<file path="config.mk">
export PLATFORM = sky130hd
export DESIGN_NAME = adf_in_stage
export DESIGN_NICKNAME = d
export VERILOG_FILES = /design/src/sv/assert_macros.svh /design/src/sv/adf_pkg.sv /design/src/sv/adf_in_stage.sv
export SDC_FILE = /design/constraint.sdc
export NUM_CORES = 1
export LEC_CHECK = 0
export ABC_AREA = 1
export ABC_CLOCK_PERIOD_IN_PS = 1600
export BUFFER_PORTS_ARGS = -buffer_cell sky130_fd_sc_hd__buf_4
export CAP_MARGIN = 0
export CELL_PAD_IN_SITES_DETAIL_PLACEMENT = 1
export CELL_PAD_IN_SITES_GLOBAL_PLACEMENT = 1
export CORE_AREA = 2 2 39 41
export DETAILED_ROUTE_END_ITERATION = 8
export DIE_AREA = 0 0 41 43
export HOLD_SLACK_MARGIN = 0.15
export PLACE_DENSITY = 0.63
export SYNTH_ARGS = -nofsm -noshare
export SYNTH_HDL_FRONTEND = slang
export SYNTH_SLANG_ARGS = --single-unit
</file>
<file path="constraint.sdc">
create_clock -name clk_i -period 1.6 [get_ports clk_i]
set_input_delay 0.16 -clock clk_i [delete_from_list [all_inputs] [get_ports clk_i]]
set_output_delay 0.16 -clock clk_i [all_outputs]
set_load 0.02 [all_outputs]
</file>
<file path="src/sv/assert_macros.svh">
// Assertion helpers for the RTL of the decimal converter, used by adf_core.
// Both macros expect clk_i and rst_ni to be visible where they are used.
`ifndef ASSERT_MACROS_SVH
`define ASSERT_MACROS_SVH

// Property that must hold at every clock edge outside reset.
`define ADF_ASSERT(lbl, prop, msg) \
  lbl: assert property (@(posedge clk_i) disable iff (!rst_ni) (prop)) \
    else $error(msg);

// Antecedent at one edge implies the consequent at the next edge.
`define ADF_ASSERT_NEXT(lbl, ante, cons, msg) \
  lbl: assert property (@(posedge clk_i) disable iff (!rst_ni) (ante) |=> (cons)) \
    else $error(msg);

`endif

</file>
<file path="src/sv/adf_pkg.sv">
`timescale 1ns / 1ps
`default_nettype none

package adf_pkg;

  // Character limit per number, the sign included.
  localparam int MaxChars = 16;
  localparam int IdxW     = $clog2(MaxChars);
  localparam int CntW     = IdxW + 1;
  localparam logic [CntW-1:0] MaxCharsCnt = CntW'(MaxChars);

  localparam int AccW = 48;
  localparam logic [AccW-1:0] AccLimit   = 48'hFFFF_FFFF_FFFF;
  localparam logic [31:0]     ScaleTenth = 32'h1999_999A;
  localparam logic [31:0]     PosLimit   = 32'h7FFF_FFFF;
  localparam logic [31:0]     NegLimit   = 32'h8000_0000;

  localparam logic [7:0] CharNul   = 8'h00;
  localparam logic [7:0] CharMinus = 8'h2D;
  localparam logic [7:0] CharPoint = 8'h2E;
  localparam logic [7:0] CharZero  = 8'h30;
  localparam logic [7:0] CharNine  = 8'h39;
  localparam logic [7:0] DigitMask = 8'h0F;

  typedef enum logic [1:0] {
    EndTerminator = 2'd0,
    EndInvalid    = 2'd1,
    EndLength     = 2'd2
  } end_cause_e;

  // Character held in the input register, handed to the parser.
  typedef struct packed {
    logic       valid;
    logic [7:0] code;
  } adf_char_t;

endpackage

`default_nettype wire

</file>
<file path="src/sv/adf_in_stage.sv">
`timescale 1ns / 1ps
`default_nettype none

module adf_in_stage (
  input  wire logic             clk_i,
  input  wire logic             rst_ni,
  input  wire logic             in_valid_i,
  output logic                  in_ready_o,
  input  wire logic [7:0]       char_code_i,
  output adf_pkg::adf_char_t    char_o,
  input  wire logic             take_i
);

  logic       valid_q, valid_d;
  logic [7:0] code_q;
  logic       load;

  // The register refills in the same cycle that the parser takes its content.
  assign in_ready_o = !valid_q || take_i;
  assign load       = in_valid_i && in_ready_o;
  assign valid_d    = load || (valid_q && !take_i);

  always_ff @(posedge clk_i or negedge rst_ni) begin
    if (!rst_ni) begin
      valid_q <= 1'b0;
    end else begin
      valid_q <= valid_d;
    end
  end

  always_ff @(posedge clk_i) begin
    if (load) begin
      code_q <= char_code_i;
    end
  end

  assign char_o.valid = valid_q;
  assign char_o.code  = code_q;

endmodule

`default_nettype wire

</file>
Word level (Yosys, flattened, before mapping):

Cells that the tools add are included.

* input port bits: 12
* logic and storage cells: 8
* bits in registers: 9
* output and inout bits: 10

* reduce and logical (&&, ||, !) cells: 6

Operators with widths (count)
* $logic_and A1 B1 Y1: 2
* $logic_not A1 Y1: 2
* $logic_or A1 B1 Y1: 2

Depth between registers and ports, before layout:

* depth after elaboration: 4
* gate-level depth with buffers: 3

Least setup slack after synthesis:

OpenSTA, ideal clock, no wires.

* path kind: register to register
* start point: register valid_q
* end point: register code_q[0], enable pin
* cell stages (with the launch flop): 2
* path buffers: 0
* period minus slack after synthesis: 1.220 ns
* path slack: 0.380 ns
* data arrival time: 0.845 ns
* cell sequence: dfrtp_1 -> a21oi_1

* cells in the longest elaborated chain, start to end: 3

RTL lines
* start, declared: line adf_in_stage.sv:14 `logic valid_q, valid_d;`
* start signal, assigned: line adf_in_stage.sv:27 `valid_q <= valid_d;`
* $logic_not A1 Y1: line adf_in_stage.sv:19 `assign in_ready_o = !valid_q || take_i;`
* $logic_or A1 B1 Y1: line adf_in_stage.sv:19
* $logic_and A1 B1 Y1: line adf_in_stage.sv:20 `assign load = in_valid_i && in_ready_o;`
* net load: line adf_in_stage.sv:16 `logic load;`
* end signal, assigned: line adf_in_stage.sv:33 `code_q <= char_code_i;`
* end, declared: line adf_in_stage.sv:15 `logic [7:0] code_q;`

The timed path passes the listed nets, and every way through them passes these cells.
A chain may end at the register's enable or synchronous reset.

Worst setup path in the final report:

* start point: input in_valid_i
* end point: register code_q[2], enable pin

* cells in the longest elaborated chain, start to end: 1

RTL lines
* start, declared: line adf_in_stage.sv:7 `input wire logic in_valid_i,`
* $logic_and A1 B1 Y1: line adf_in_stage.sv:20
* net load: line adf_in_stage.sv:16

The timed path passes the listed nets, and every way through them passes these cells.

==> run_results.csv <==
group,metric,value,unit
grt,grt_start_max_net_pins,9,
worst_setup_path,ff2ff_path_depth,2,
clock_network,clk_root_buffer_cell,"clkbuf_4",
layout,antenna-diode-count,0,
sta,slew_headroom,0.924,
route,drc_errors,0,
hold_path,min_delay_worst_endpoint,"valid_q",
placement,hpwl_after_detailed_placement,547,um
run,cap_violations,0,
sta,min_period,1.16,ns
floorplan,floorplan.io_pins,22,
synth,synth_commonest_cells,"8 x edfxtp_1, 2 x inv_1, 2 x nand2_1",
sta,report.final.hold_viol_count,0,
placement,detailedPlace.worstSlack,0.596,ns
worst_setup_path,crit_path_max_incr_delay,0.53,ns
synth,ys_dominant_reg_cell,"edfxtp_1",
clock_network,insertion_delay_of_the_later_clocked_pin_in_the_worst_skew_pair,0.25,ns
route,routed_wirelength,668,um
placement,dpl_cell_area,470,um2
power,powerDensity,893,mW/mm2
layout,fin_util,0.431,
power,irDropWorstVdd,0.000281,V
route,routed-via-count,244,
placement,numPortBuffers,21,
floorplan,initial_utilization,0.212,
layout,final_non_filler_cells,66,
worst_setup_path,maximum_fanout_encountered_on_the_critical_timing_path,8,
grt,grt_use_total,0.0846,
layout,fin_area,597,um2
worst_setup_path,setup.worst_path.start_class,"input port",
worst_setup_path,timing.critical_path.cells,"dlygate4sd3_1 > buf_4 > inv_1 > a21oi_1 > buf_4",
synth,synth.top_cells.by_area,"edfxtp_1 82%, dfrtp_1 8.5%, buf_4 2.6%",
sta,tcrit_tclk_final,0.726,
power,design_power,533,uW
synth,yosys_warnings,0,
synth,synth_sequential_area_ratio,0.906,
layout,fin_nets,63,
hold_path,whs_path_cells,4,
worst_setup_path,path_class,"input port to flop",
sta,final_critical_path_setup_slack,0.438,ns
clock_network,cts-root-to-sink-buffers,2,
worst_setup_path,critPathRequiredTime,1.56,ns
layout,area.growth.synth_to_final,104,%
sta,worst_hold_slack,0.178,ns
layout,final_layout_size_suffix_gt1_frac,0.500,
synth,synth_largest_type_area_fraction,0.821,
power,total_leakage_power,0.267,nW
clock_network,h-tree-depth,1,
hold_path,worstHoldStart,"take_i",
synth,syn_area,293,um2
grt,wire_length_of_the_first_global_routing_pass,959,um
placement,final_wtd_congestion,0.631,
floorplan,die_width,41,um
synth,cell_with_the_most_instances_after_synthesis,"edfxtp_1",
sta,finalClockSkew,0.000838,ns
hold_path,timing.hold.worst.class,"input port to flop",
clock_network,cts_made_buffers,3,
worst_setup_path,regToRegStartpoint,"valid_q",
floorplan,design.die.area,0.00176,mm2
synth,syn-mean-instance-area,19.5,um2
grt,initial_antenna_violation_count,0,
synth,synth_enable_flop_cells,8,
route,dr.pass1.iters,1,
clock_network,clk_pin_slew,0.06,ns
worst_setup_path,crit_slowest_cell,"dlygate4sd3_1",
synth,synthDominantAreaCellType,"edfxtp_1",
worst_setup_path,ff2ff_setup_slack,0.60,ns
layout,multiInputGateArea,12.5,um2
floorplan,coreArea,0.00138,mm2
synth,synth.distinct_cells,6,
layout,fillCellCount,158,
sta,worst-slew-pin-transition,0.114,ns
placement,dp.cells,52,
floorplan,core.rowCount,14,
synth,postSynthNetCount,27,
layout,seqCellArea,265,um2
worst_setup_path,arrival,1.12,ns
run_status,outcome,"finished, final reports clean",
grt,globalRoute.totalOverflow,0,
clock_network,cts_tree,"done",
worst_setup_path,cpMostUsedCell,"buf_4",
route,antenna_violating_nets_post_route,0,
clock_network,cts.sinks,9,
sta,fmaxAchievable,861,MHz
grt,first_global_vias,279,
route,routed_via_density,3.70,
sta,setup_viol_count_final,0,
sta,rsz0062_at_grt,"false",
synth,post_synth_inst_count,15,
clock_network,postCtsSetupBuffers,0,
route,wire_per_inst,10.1,um
sta,slew_viol_final,0,
worst_setup_path,crit-reg2reg-capture,"code_q[2]",
floorplan,die_y,43,um
synth,ys_async_sr_fraction,0.111,
route,dr.first_iter.drc_count,0,
worst_setup_path,type_of_element_capturing_the_critical_path,"flop",
synth,ys_ff_latch,9,
sta,finalSetupTns,0,ns
==> kinds of logic after synthesis <==
kind of cell,after synthesis,share of synthesized area
DFF,9,0.906
buffers and inverters,3,0.0513
and+or+nand+nor,2,0.0257
AOI/OAI and AO/OA,1,0.0171
==> layer usage <==
metal / global-route usage / wire length, um
met5: 0 / 0
met1: 0.0845 / 270
met3: 0.0314 / 103
met4: 0.0400 / 0
met2: 0.144 / 295
==> flip-flops by register name, indices dropped and copies added (netlist names) <==
register	count
code_q	8
valid_q	1
==> worst max-delay path by stage <==
| stage | from | endpoint | slack, ns | depth (start not counted) |
|---|---|---|---|---|
| finish | in_valid_i | code_q[2] | 0.44 | 5 |
| CTS | in_valid_i | code_q[2] | 0.45 | 5 |
| detailed placement | valid_q | code_q[2] | 0.60 | 2 |
| floorplan | valid_q | code_q[0] | 0.38 | 1 |
| global placement | valid_q | code_q[2] | 0.62 | 2 |
| global route | in_valid_i | code_q[2] | 0.41 | 5 |
==> power by group <==
part	internal, mW	leakage [nW]	total [mW]	switching, mW
registers	0.272	0.0869	0.276	0.00429
logic	0.0531	0.165	0.0913	0.0382
clock network	0.0955	0.0150	0.166	0.0701
total	0.420	0.267	0.533	0.113
==> layout by cell type (no fill, tap or decap) <==
master,count
a21oi_1,1
buf_4,22
nand2_1,2
dfrtp_1,1
dlygate4sd3_1,10
clkbuf_1,1
edfxtp_1,8
clkbuf_4,3
inv_1,2
==> worst max-delay path: cells and delay by family <==
kind                   cells  cell delay [ns]
buffers and inverters      4             0.85
AO/OA/AOI/OAI              1             0.11
==> layout make-up <==
| cell class | instances | area share |
|---|---|---|
| flip-flops and latches | 9 | 0.444 |
| repair buffers | 32 | 0.444 |
| well taps | 16 | 0.0335 |
| clock buffers | 4 | 0.0440 |
| inverters | 2 | 0.0126 |
| multi-input cells | 3 | 0.0210 |
==> repair_timing <==
| item | CTS | global route |
|---|---|---|
| hold endpoints to repair | 10 | 0 |
| hold buffers | 10 | 0 |
| resized for setup | 0 | 0 |
Power figures use the tool's default switching activity.
