===== src/sv/assert_macros.svh =====
// Assertion helpers for the RTL of the decimal converter, used by adf_core.
// Both macros expect clk_i and rst_ni to be visible where they are used.
`ifndef ASSERT_MACROS_SVH
`define ASSERT_MACROS_SVH

// Property that must hold at every clock edge outside reset.
`define ADF_ASSERT(lbl, prop, msg) \
  lbl: assert property (@(posedge clk_i) disable iff (!rst_ni) (prop)) \
    else $error(msg);

// Antecedent at one edge implies the consequent at the next edge.
`define ADF_ASSERT_NEXT(lbl, ante, cons, msg) \
  lbl: assert property (@(posedge clk_i) disable iff (!rst_ni) (ante) |=> (cons)) \
    else $error(msg);

`endif


===== src/sv/adf_pkg.sv =====
`timescale 1ns / 1ps
`default_nettype none

package adf_pkg;

  // Character limit per number, the sign included.
  localparam int MaxChars = 16;
  localparam int IdxW     = $clog2(MaxChars);
  localparam int CntW     = IdxW + 1;
  localparam logic [CntW-1:0] MaxCharsCnt = CntW'(MaxChars);

  localparam int AccW = 48;
  localparam logic [AccW-1:0] AccLimit   = 48'hFFFF_FFFF_FFFF;
  localparam logic [31:0]     ScaleTenth = 32'h1999_999A;
  localparam logic [31:0]     PosLimit   = 32'h7FFF_FFFF;
  localparam logic [31:0]     NegLimit   = 32'h8000_0000;

  localparam logic [7:0] CharNul   = 8'h00;
  localparam logic [7:0] CharMinus = 8'h2D;
  localparam logic [7:0] CharPoint = 8'h2E;
  localparam logic [7:0] CharZero  = 8'h30;
  localparam logic [7:0] CharNine  = 8'h39;
  localparam logic [7:0] DigitMask = 8'h0F;

  typedef enum logic [1:0] {
    EndTerminator = 2'd0,
    EndInvalid    = 2'd1,
    EndLength     = 2'd2
  } end_cause_e;

  // Character held in the input register, handed to the parser.
  typedef struct packed {
    logic       valid;
    logic [7:0] code;
  } adf_char_t;

endpackage

`default_nettype wire


===== src/sv/adf_core.sv =====
`timescale 1ns / 1ps
`default_nettype none
`include "assert_macros.svh"

module adf_core (
  input  wire logic                  clk_i,
  input  wire logic                  rst_ni,
  input  wire adf_pkg::adf_char_t    char_i,
  output logic                       take_o,
  output logic                       out_valid_o,
  input  wire logic                  out_ready_i,
  output logic signed [31:0]         fixed_value_o,
  output logic                       saturated_o,
  output logic [1:0]                 end_cause_o
);

  logic [adf_pkg::AccW-1:0] acc_q, acc_d, acc_upd;
  logic [31:0]              scale_q, scale_d;
  logic                     frac_q, frac_d;
  logic                     neg_q, neg_d, neg_upd;
  logic [adf_pkg::IdxW-1:0] idx_q, idx_d;
  logic                     skip_q, skip_d;
  logic                     ovf_q, ovf_d, ovf_upd;

  logic                     out_valid_q, out_valid_d;
  logic [31:0]              word_q;
  logic                     sat_q;
  adf_pkg::end_cause_e      cause_q;

  logic                     take;
  logic [7:0]               code;
  logic [3:0]               digit;
  logic                     is_digit;
  logic                     counted;
  logic                     emit;
  adf_pkg::end_cause_e      cause;
  logic [adf_pkg::CntW-1:0] idx_wide, idx_inc;

  logic [51:0]              acc_x10;
  logic [52:0]              int_sum;
  logic [35:0]              digit_x_scale;
  logic [48:0]              frac_sum;
  logic [63:0]              scale_prod;

  logic [31:0]              mag, limit, mag_clamped, word;
  logic                     sat;

  assign take = char_i.valid && (!out_valid_q || out_ready_i);
  assign code = char_i.code;
  assign digit = 4'(code & adf_pkg::DigitMask);

  assign idx_wide = adf_pkg::CntW'(idx_q);
  assign idx_inc  = idx_wide + adf_pkg::CntW'(1);

  // Integer digit: acc * 10 + digit in the units position of Q16.32.
  assign acc_x10 = ({4'b0, acc_q} << 3) + ({4'b0, acc_q} << 1);
  assign int_sum = {1'b0, acc_x10} + {17'b0, digit, 32'b0};

  // Fraction digit: acc + digit * scale, then scale becomes scale * 0.1.
  assign digit_x_scale = 36'(digit) * 36'(scale_q);
  assign frac_sum      = {1'b0, acc_q} + {13'b0, digit_x_scale};
  assign scale_prod    = 64'(scale_q) * 64'(adf_pkg::ScaleTenth);

  always_comb begin
    acc_upd  = acc_q;
    ovf_upd  = ovf_q;
    neg_upd  = neg_q;
    scale_d  = scale_q;
    frac_d   = frac_q;
    idx_d    = idx_q;
    skip_d   = skip_q;
    emit     = 1'b0;
    cause    = adf_pkg::EndTerminator;
    counted  = 1'b0;
    is_digit = code inside {[adf_pkg::CharZero:adf_pkg::CharNine]};

    if (skip_q) begin
      if (code == adf_pkg::CharNul) begin
        skip_d = 1'b0;
      end
    end else if (code == adf_pkg::CharNul) begin
      emit  = 1'b1;
      cause = adf_pkg::EndTerminator;
    end else begin
      counted = 1'b1;
      if (code == adf_pkg::CharMinus && idx_q == '0) begin
        neg_upd = 1'b1;
      end else if (code == adf_pkg::CharPoint) begin
        scale_d = adf_pkg::ScaleTenth;
        frac_d  = 1'b1;
      end else if (is_digit) begin
        if (!frac_q) begin
          if (int_sum > {5'b0, adf_pkg::AccLimit}) begin
            acc_upd = adf_pkg::AccLimit;
            ovf_upd = 1'b1;
          end else begin
            acc_upd = int_sum[adf_pkg::AccW-1:0];
          end
        end else begin
          if (frac_sum > {1'b0, adf_pkg::AccLimit}) begin
            acc_upd = adf_pkg::AccLimit;
            ovf_upd = 1'b1;
          end else begin
            acc_upd = frac_sum[adf_pkg::AccW-1:0];
          end
          scale_d = scale_prod[63:32];
        end
      end else begin
        // Any other character, including a minus after the first position.
        counted = 1'b0;
        emit    = 1'b1;
        cause   = adf_pkg::EndInvalid;
      end

      if (counted) begin
        if (idx_inc == adf_pkg::MaxCharsCnt) begin
          emit  = 1'b1;
          cause = adf_pkg::EndLength;
        end else begin
          idx_d = idx_inc[adf_pkg::IdxW-1:0];
        end
      end
    end

    acc_d = acc_upd;
    ovf_d = ovf_upd;
    neg_d = neg_upd;
    if (emit) begin
      acc_d   = '0;
      ovf_d   = 1'b0;
      neg_d   = 1'b0;
      scale_d = adf_pkg::ScaleTenth;
      frac_d  = 1'b0;
      idx_d   = '0;
      skip_d  = (cause != adf_pkg::EndTerminator);
    end
  end

  // Q16.32 magnitude to Q16.16, clamped to the signed range, sign applied.
  assign mag         = acc_upd[adf_pkg::AccW-1:16];
  assign limit       = neg_upd ? adf_pkg::NegLimit : adf_pkg::PosLimit;
  assign sat         = ovf_upd || (mag > limit);
  assign mag_clamped = (mag > limit) ? limit : mag;
  assign word        = neg_upd ? (32'd0 - mag_clamped) : mag_clamped;

  assign out_valid_d = (out_valid_q && !out_ready_i) || (take && emit);

  always_ff @(posedge clk_i or negedge rst_ni) begin
    if (!rst_ni) begin
      acc_q       <= '0;
      scale_q     <= adf_pkg::ScaleTenth;
      frac_q      <= 1'b0;
      neg_q       <= 1'b0;
      idx_q       <= '0;
      skip_q      <= 1'b0;
      ovf_q       <= 1'b0;
      out_valid_q <= 1'b0;
    end else begin
      out_valid_q <= out_valid_d;
      if (take) begin
        acc_q   <= acc_d;
        scale_q <= scale_d;
        frac_q  <= frac_d;
        neg_q   <= neg_d;
        idx_q   <= idx_d;
        skip_q  <= skip_d;
        ovf_q   <= ovf_d;
      end
    end
  end

  always_ff @(posedge clk_i) begin
    if (take && emit) begin
      word_q  <= word;
      sat_q   <= sat;
      cause_q <= cause;
    end
  end

  assign take_o        = take;
  assign out_valid_o   = out_valid_q;
  assign fixed_value_o = signed'(word_q);
  assign saturated_o   = sat_q;
  assign end_cause_o   = cause_q;

  `ADF_ASSERT(a_idx_range, idx_wide < adf_pkg::MaxCharsCnt, "character index past the limit")
  `ADF_ASSERT(a_ovf_holds_limit, !ovf_q || (acc_q == adf_pkg::AccLimit), "overflow without clamp")
  `ADF_ASSERT_NEXT(a_skip_ends, take && skip_q && (code == adf_pkg::CharNul), !skip_q, "skip not left on terminator")
  `ADF_ASSERT_NEXT(a_skip_silent, take && skip_q, !out_valid_q, "result while skipping")
  `ADF_ASSERT_NEXT(a_term_clears, take && !skip_q && (code == adf_pkg::CharNul), out_valid_q && !skip_q && (acc_q == '0), "terminator did not close the number")

endmodule

`default_nettype wire


===== config.mk =====
export PLATFORM = sky130hd
export DESIGN_NAME = adf_core
export DESIGN_NICKNAME = d
export VERILOG_FILES = /design/src/sv/adf_pkg.sv /design/src/sv/adf_core.sv
export VERILOG_INCLUDE_DIRS = /design/src /design/src/sv
export SDC_FILE = /design/constraint.sdc
export NUM_CORES = 2
export LEC_CHECK = 0
export ABC_AREA = 1
export BUFFER_PORTS_ARGS = -buffer_cell sky130_fd_sc_hd__buf_4
export CAP_MARGIN = 25
export CORE_AREA = 8 8 276 278
export DETAILED_ROUTE_END_ITERATION = 10
export DIE_AREA = 0 0 284 286
export PLACE_DENSITY = 0.71
export SKIP_LAST_GASP = 1
export SLEW_MARGIN = 20
export SYNTH_ARGS = -nofsm -noshare
export SYNTH_HDL_FRONTEND = slang
export SYNTH_SLANG_ARGS = --single-unit

===== constraint.sdc =====
create_clock -name clk_i -period 6.6 [get_ports clk_i]
set_clock_uncertainty 0.1 [all_clocks]
set_input_delay 0.99 -clock clk_i [delete_from_list [all_inputs] [get_ports clk_i]]
set_output_delay 0.99 -clock clk_i [all_outputs]
set_load 0.02 [all_outputs]

Word-level counts from Yosys, hierarchy flattened
Index checks and enable logic that the tools add are counted.
- register bits: 124
- latch bits: 0
- RAM bits: 0
- ROM bits: 0
- output and inout port bits: 37
- logic and storage cells: 118
- memories kept: 0
- add/sub/neg operators: 5
- multiply operators: 2
- divide/modulo/power cells: 0
- order comparisons: 5
- equality and inequality tests: 8
- shift-type cells: 0
- multiplexer cells: 64
- bitwise logic cells: 0
- reduce and logical (&&, ||, !) cells: 22
- operators with widths (kind ; number):
    $mux 48 ; 9
    $mux 32 ; 10
    $mul 32x28->60 const B ; 1
    $add 52x36->53 ; 1
    $gt 53x48->1 const B ; 1
    $add 51x49->52 ; 1
    $add 48x36->49 ; 1
    $gt 49x48->1 const B ; 1
    $mul 4x32->36 ; 1
    $mux 1 ; 36
    $gt 32x32->1 ; 1
    $sub 1x32->32 const A ; 1
    $mux 4 ; 5
    $eq 8x6->1 const B ; 2
    $reduce_and 6->1 ; 2
    $reduce_and 5->1 ; 2
    $ge 8x6->1 const B ; 1
    $le 8x6->1 const B ; 1
    $logic_not 8->1 ; 1
    $mux 2 ; 4
    $ne 2x2->1 const B ; 4
    $reduce_bool 2->1 ; 4
    $reduce_bool 3->1 ; 2
    $add 4x1->5 const B ; 1
    other kinds (6) ; 13

Logic depth before layout (Yosys ltp)
- word-level depth: 14
- mapped depth: 52

Least setup slack after synthesis
No wires, ideal clock.
- kind: input to register
- from: input port char_i[3] in the netlist's numbering
- to: register word_q[22] (netlist: fixed_value_o[22]), data pin
- library setup time: 253 ps
- arrival time: 7610 ps
- data required time: 6247 ps
- path slack: -1363 ps
- stages: 44
- buffers on the path: 5
- cell sequence: clkbuf_1 > clkbuf_1 > nand2_1 > fa_1 > inv_1 > fa_1 > inv_1 > fa_1 > inv_1 > ha_1 > nand2_1 > inv_1 > nand2_1 > inv_1 > nand2_1 > nand2_1 > a21boi_1 > nand2_1 > [... 8 more ...] > nand2_1 > nor2_1 > nand4_1 > nor4_1 > nand3_1 > nand2_1 > buf_1 > buf_1 > a21oi_1 > ha_1 > nand2_1 > nor2_4 > nand3_1 > nand2_1 > nand3_1 > nand2_1 > o21ai_1 > inv_1
- cells in the longest elaborated chain, start to end: 14
- elaborated cells on any way between the ends: 28
- ends and longest elaborated chain (what ; line ; text):
    start: declaration ; adf_core.sv:8 ; input wire adf_pkg::adf_char_t char_i,
    $mul 4x32->36 ; adf_core.sv:60 ; assign digit_x_scale = 36'(digit) * 36'(scale_q);
    $add 48x36->49 ; adf_core.sv:61 ; assign frac_sum = {1'b0, acc_q} + {13'b0, digit_x_scale};
    $gt 49x48->1 ; adf_core.sv:100 ; if (frac_sum > {1'b0, adf_pkg::AccLimit}) begin
    $mux 48 ; adf_core.sv:100 ;
    $mux 48 ; adf_core.sv:92 ; if (!frac_q) begin
    $mux 48 ; adf_core.sv:91 ; end else if (is_digit) begin
    $mux 48 ; adf_core.sv:88 ; end else if (code == adf_pkg::CharPoint) begin
    $mux 48 ; adf_core.sv:86 ; if (code == adf_pkg::CharMinus && idx_q == '0) begin
    $mux 48 ; adf_core.sv:81 ; end else if (code == adf_pkg::CharNul) begin
    $mux 48 ; adf_core.sv:77 ; if (skip_q) begin
    $gt 32x32->1 ; adf_core.sv:143 ; assign mag_clamped = (mag > limit) ? limit : mag;
    $mux 32 ; adf_core.sv:143 ;
    $sub 1x32->32 ; adf_core.sv:144 ; assign word = neg_upd ? (32'd0 - mag_clamped) : mag_clamped;
    $mux 32 * ; adf_core.sv:144 ;
    net word[22] ; adf_core.sv:45 ; logic [31:0] mag, limit, mag_clamped, word;
    end signal: assignment ; adf_core.sv:174 ; word_q <= word;
    end: declaration ; adf_core.sv:26 ; logic [31:0] word_q;
Mark *: on every way through the listed nets, which the timed path passes. The rest lies on a longest branch. The select of a mux whose other input is x is not followed.
A chain may end at the register's enable or synchronous reset.

Worst setup path after layout
- from: input port char_i[2] in the netlist's numbering
- to: register word_q[12] (netlist: fixed_value_o[12]), data pin
Same word-level chain as after synthesis.

==> impl_metrics.tcl <==
set metrics [dict create \
    die_h_um 286 \
    yosysTopAreaCellShare 0.259 \
    hold_path_class "in2async" \
    grt_overflow 0 \
    antenna_found_initial 2 \
    cp_slowest_stage_delay_ps 560 \
    crit_start "char_i[2]" \
    h-tree-depth 4 \
    failed_checks "negative setup slack" \
    yosysWarnings 0 \
    cp_top_family "adder cells" \
    status "complete, but fails checks" \
    worstRegToRegCells 44 \
    crit_path_end "fixed_value_o[12]$_DFFE_PP_" \
    hold_violations 0 \
    syn2layout_area_growth_pct 33.8 \
    final_area_um2 42700 \
    num_antenna_cells 0 \
    initial_core_util 0.443 \
    die_w_um 284 \
    globalplace.congestion 1.02 \
    crit_path_start_kind "input pin" \
    postRouteAntennaNets 0 \
    grt_pass1_wl_um 176000 \
    post-dp-hpwl_um 94200 \
    coreArea_um2 72100 \
    syn_nets 5298 \
    first_global_vias 31900 \
    pin_count 49 \
    setup_ws_ps -476 \
    fmax_ghz 0.141 \
    ys_async_sr_fraction 0.711 \
    vias 31500 \
    drt_iter0_markers 2683 \
    seq_area_frac_synth 0.101 \
    syn_inst 4420 \
    grtUsageTotal 0.275 \
    rsz0062_at_grt "true" \
    port_buffers 48 \
    end_kind "flop" \
    timing.rr.end "fixed_value_o[12]$_DFFE_PP_" \
    detail_route.wl_per_cell_um 19.0 \
    slowest_stage "fa_1" \
    drive_gt1_frac 0.286 \
    dr.pass1.iters 6 \
    path_buf_inv 11 \
    r2r_start "scale_q[3]$_DFFE_PN1P_" \
    synth_edf_count 35 \
    ctsHoldBuffers 0 \
    path_clk_slew_ps 70 \
    slew_violations 0 \
    ys_seq_elements 121 \
    synth_area_leaders "fa_1 (26%), ha_1 (18%), inv_1 (13%)" \
    crit_path_max_fanout 14 \
    routed_via_density 5.18 \
    tightest_slew_ps 889 \
    relSlewSlack 0.406 \
    fillers 6247 \
    cp.depth 43 \
    fin_crit_sh 1.07 \
    worstPathRequired_ps 6750 \
    final_net_count 5992 \
    clk_latency_ps 480 \
    cts_tree "done" \
    ctsLongestPathBuffers 2 \
    crit_type "in2reg" \
    drc 0 \
    netlist-cell-type-count 54 \
    place_area_um2 38000 \
    syn_area_per_cell_um2 7.22 \
    yosys.area.top_type "fa_1" \
    setup-violations-final 46 \
    rows 99 \
    cts.sinks 121 \
    r2r_slack_ps -470 \
    netlist_area_um2 31900 \
    timing.hold.ws_ps 392 \
    root_buffer "clkbuf_16" \
    grt_max_degree 59 \
    fin_crit_ps 7080 \
    cap_viol_max_count 0 \
    synthFlopType "dfrtp_1" \
    routed_wl_um 115000 \
    fp.dieArea_um2 81200 \
    numCtsBuffers 17 \
    worstPathArrival_ps 7220 \
]
## logic make-up (layout without fill, tap and decap cells)
kind of cell	Yosys count	count (layout)	share of synthesized area
simple gates	1650	1650	0.213
buf+inv	1207	1914	0.143
fa+ha+maj	866	866	0.437
compound gates	520	520	0.0909
flops	121	121	0.101
xor+xnor	56	56	0.0154
## cell usage in the layout, fill, tap and decap left out, types with 111 or more instances in the layout
cell type and instances:
a21oi_1 135, nand2_1 879, o21ai_0 111, inv_1 1056
nand3_1 121, nand2_2 143, fa_1 387, nor2_1 208
buf_4 654, ha_1 382
## layer usage
layer	GRT usage	up-vias	part of all wire	wire (um)
li1	-	15000	-	-
met5	0	-	0.00026	30
met3	0.0431	355	0.063	7270
met2	0.477	1107	0.49	56100
met1	0.334	15100	0.39	45200
met4	0.128	4	0.059	6780
## cells in the mapped netlist, types with 2 or more instances
| cell | number |
|---|---|
| nor2_4 | 8 |
| dfstp_2 | 15 |
| nor3_1 | 37 |
| nand2_1 | 1046 |
| nand3_1 | 173 |
| or2_2 | 4 |
| edfxtp_1 | 35 |
| buf_4 | 8 |
| dfrtp_1 | 71 |
| nand4_1 | 34 |
| inv_1 | 1132 |
| nand3_2 | 3 |
| a21o_1 | 11 |
| o221ai_1 | 15 |
| nand2_2 | 20 |
| nor2_1 | 285 |
| nor2_2 | 13 |
| xnor2_1 | 21 |
| o21bai_1 | 19 |
| xor2_1 | 35 |
| a211oi_1 | 3 |
| o31ai_1 | 4 |
| fa_1 | 413 |
| nand3b_1 | 8 |
| and2_1 | 3 |
| a22o_1 | 2 |
| a21oi_1 | 210 |
| buf_2 | 4 |
| ha_1 | 453 |
| buf_1 | 11 |
| a21boi_0 | 7 |
| o21a_1 | 14 |
| a31o_2 | 2 |
| a31oi_1 | 23 |
| o21ai_1 | 12 |
| o211ai_1 | 4 |
| o21ai_0 | 177 |
| clkbuf_1 | 31 |
| o22ai_1 | 10 |
| inv_2 | 21 |
| nor4_1 | 10 |
## state kept, by name, summed over array words and instances, names as in the netlist, 2 cells and up
| register | cells |
|---|---|
| acc_q | 48 |
| end_cause_o | 2 |
| scale_q | 29 |
| fixed_value_o | 32 |
| idx_q | 4 |
## through the flow
step | setup TNS, ps | utilization | std cells | setup slack, ps
global placement | -39920 | 0.527 | 5943 | -1300
detailed placement | -43320 | 0.528 | 5944 | -1400
floorplan | -10800 | - | 4420 | -545
global route | -27000 | 0.592 | 6086 | -767
CTS | -2480 | 0.566 | 6041 | -177
finish | -14120 | 0.592 | 6086 | -476
## worst min path at each step
stage / end / slack, ps / cells after the start / startpoint
after global routing: scale_q[21]$_DFFE_PN0P_ / 410 / 1 / rst_ni
after CTS: scale_q[21]$_DFFE_PN0P_ / 380 / 1 / rst_ni
after detailed placement: neg_q$_DFFE_PN0P_ / 400 / 2 / neg_q$_DFFE_PN0P_
final: scale_q[21]$_DFFE_PN0P_ / 390 / 1 / rst_ni
after global placement: neg_q$_DFFE_PN0P_ / 390 / 2 / neg_q$_DFFE_PN0P_
after floorplan: neg_q$_DFFE_PN0P_ / 370 / 2 / neg_q$_DFFE_PN0P_
## worst reg2reg max path, delay by kind of cell (launching register included)
| kind | cells | cell delay, ps |
|---|---|---|
| compound gates | 7 | 800 |
| fa+ha+maj | 6 | 2020 |
| buf+inv | 11 | 1280 |
| flops | 1 | 660 |
| simple gates | 20 | 1940 |
## area by class of cell
type                    instances  area [um^2]  share of cell area
clock buffers                  17          425             0.00996
clock inverters                15          178             0.00416
inverters                    1153         4340               0.102
multi-input cells            3092        27300               0.640
flip-flops and latches        121         3230              0.0756
well taps                     959         1200              0.0281
repair buffers                728         6000               0.140
repair inverters                1         6.26            0.000146
## what timing repair did
action / in CTS / in global routing
setup buffers: 58 / 56
cloned: 9 / 1
pin swaps: 213 / 213
resized for setup: 402 / 424
setup endpoints to repair: 53 / 58
Power is not shown: default switching activity piles up to over one toggle a cycle in this logic, so the estimate is an artifact.
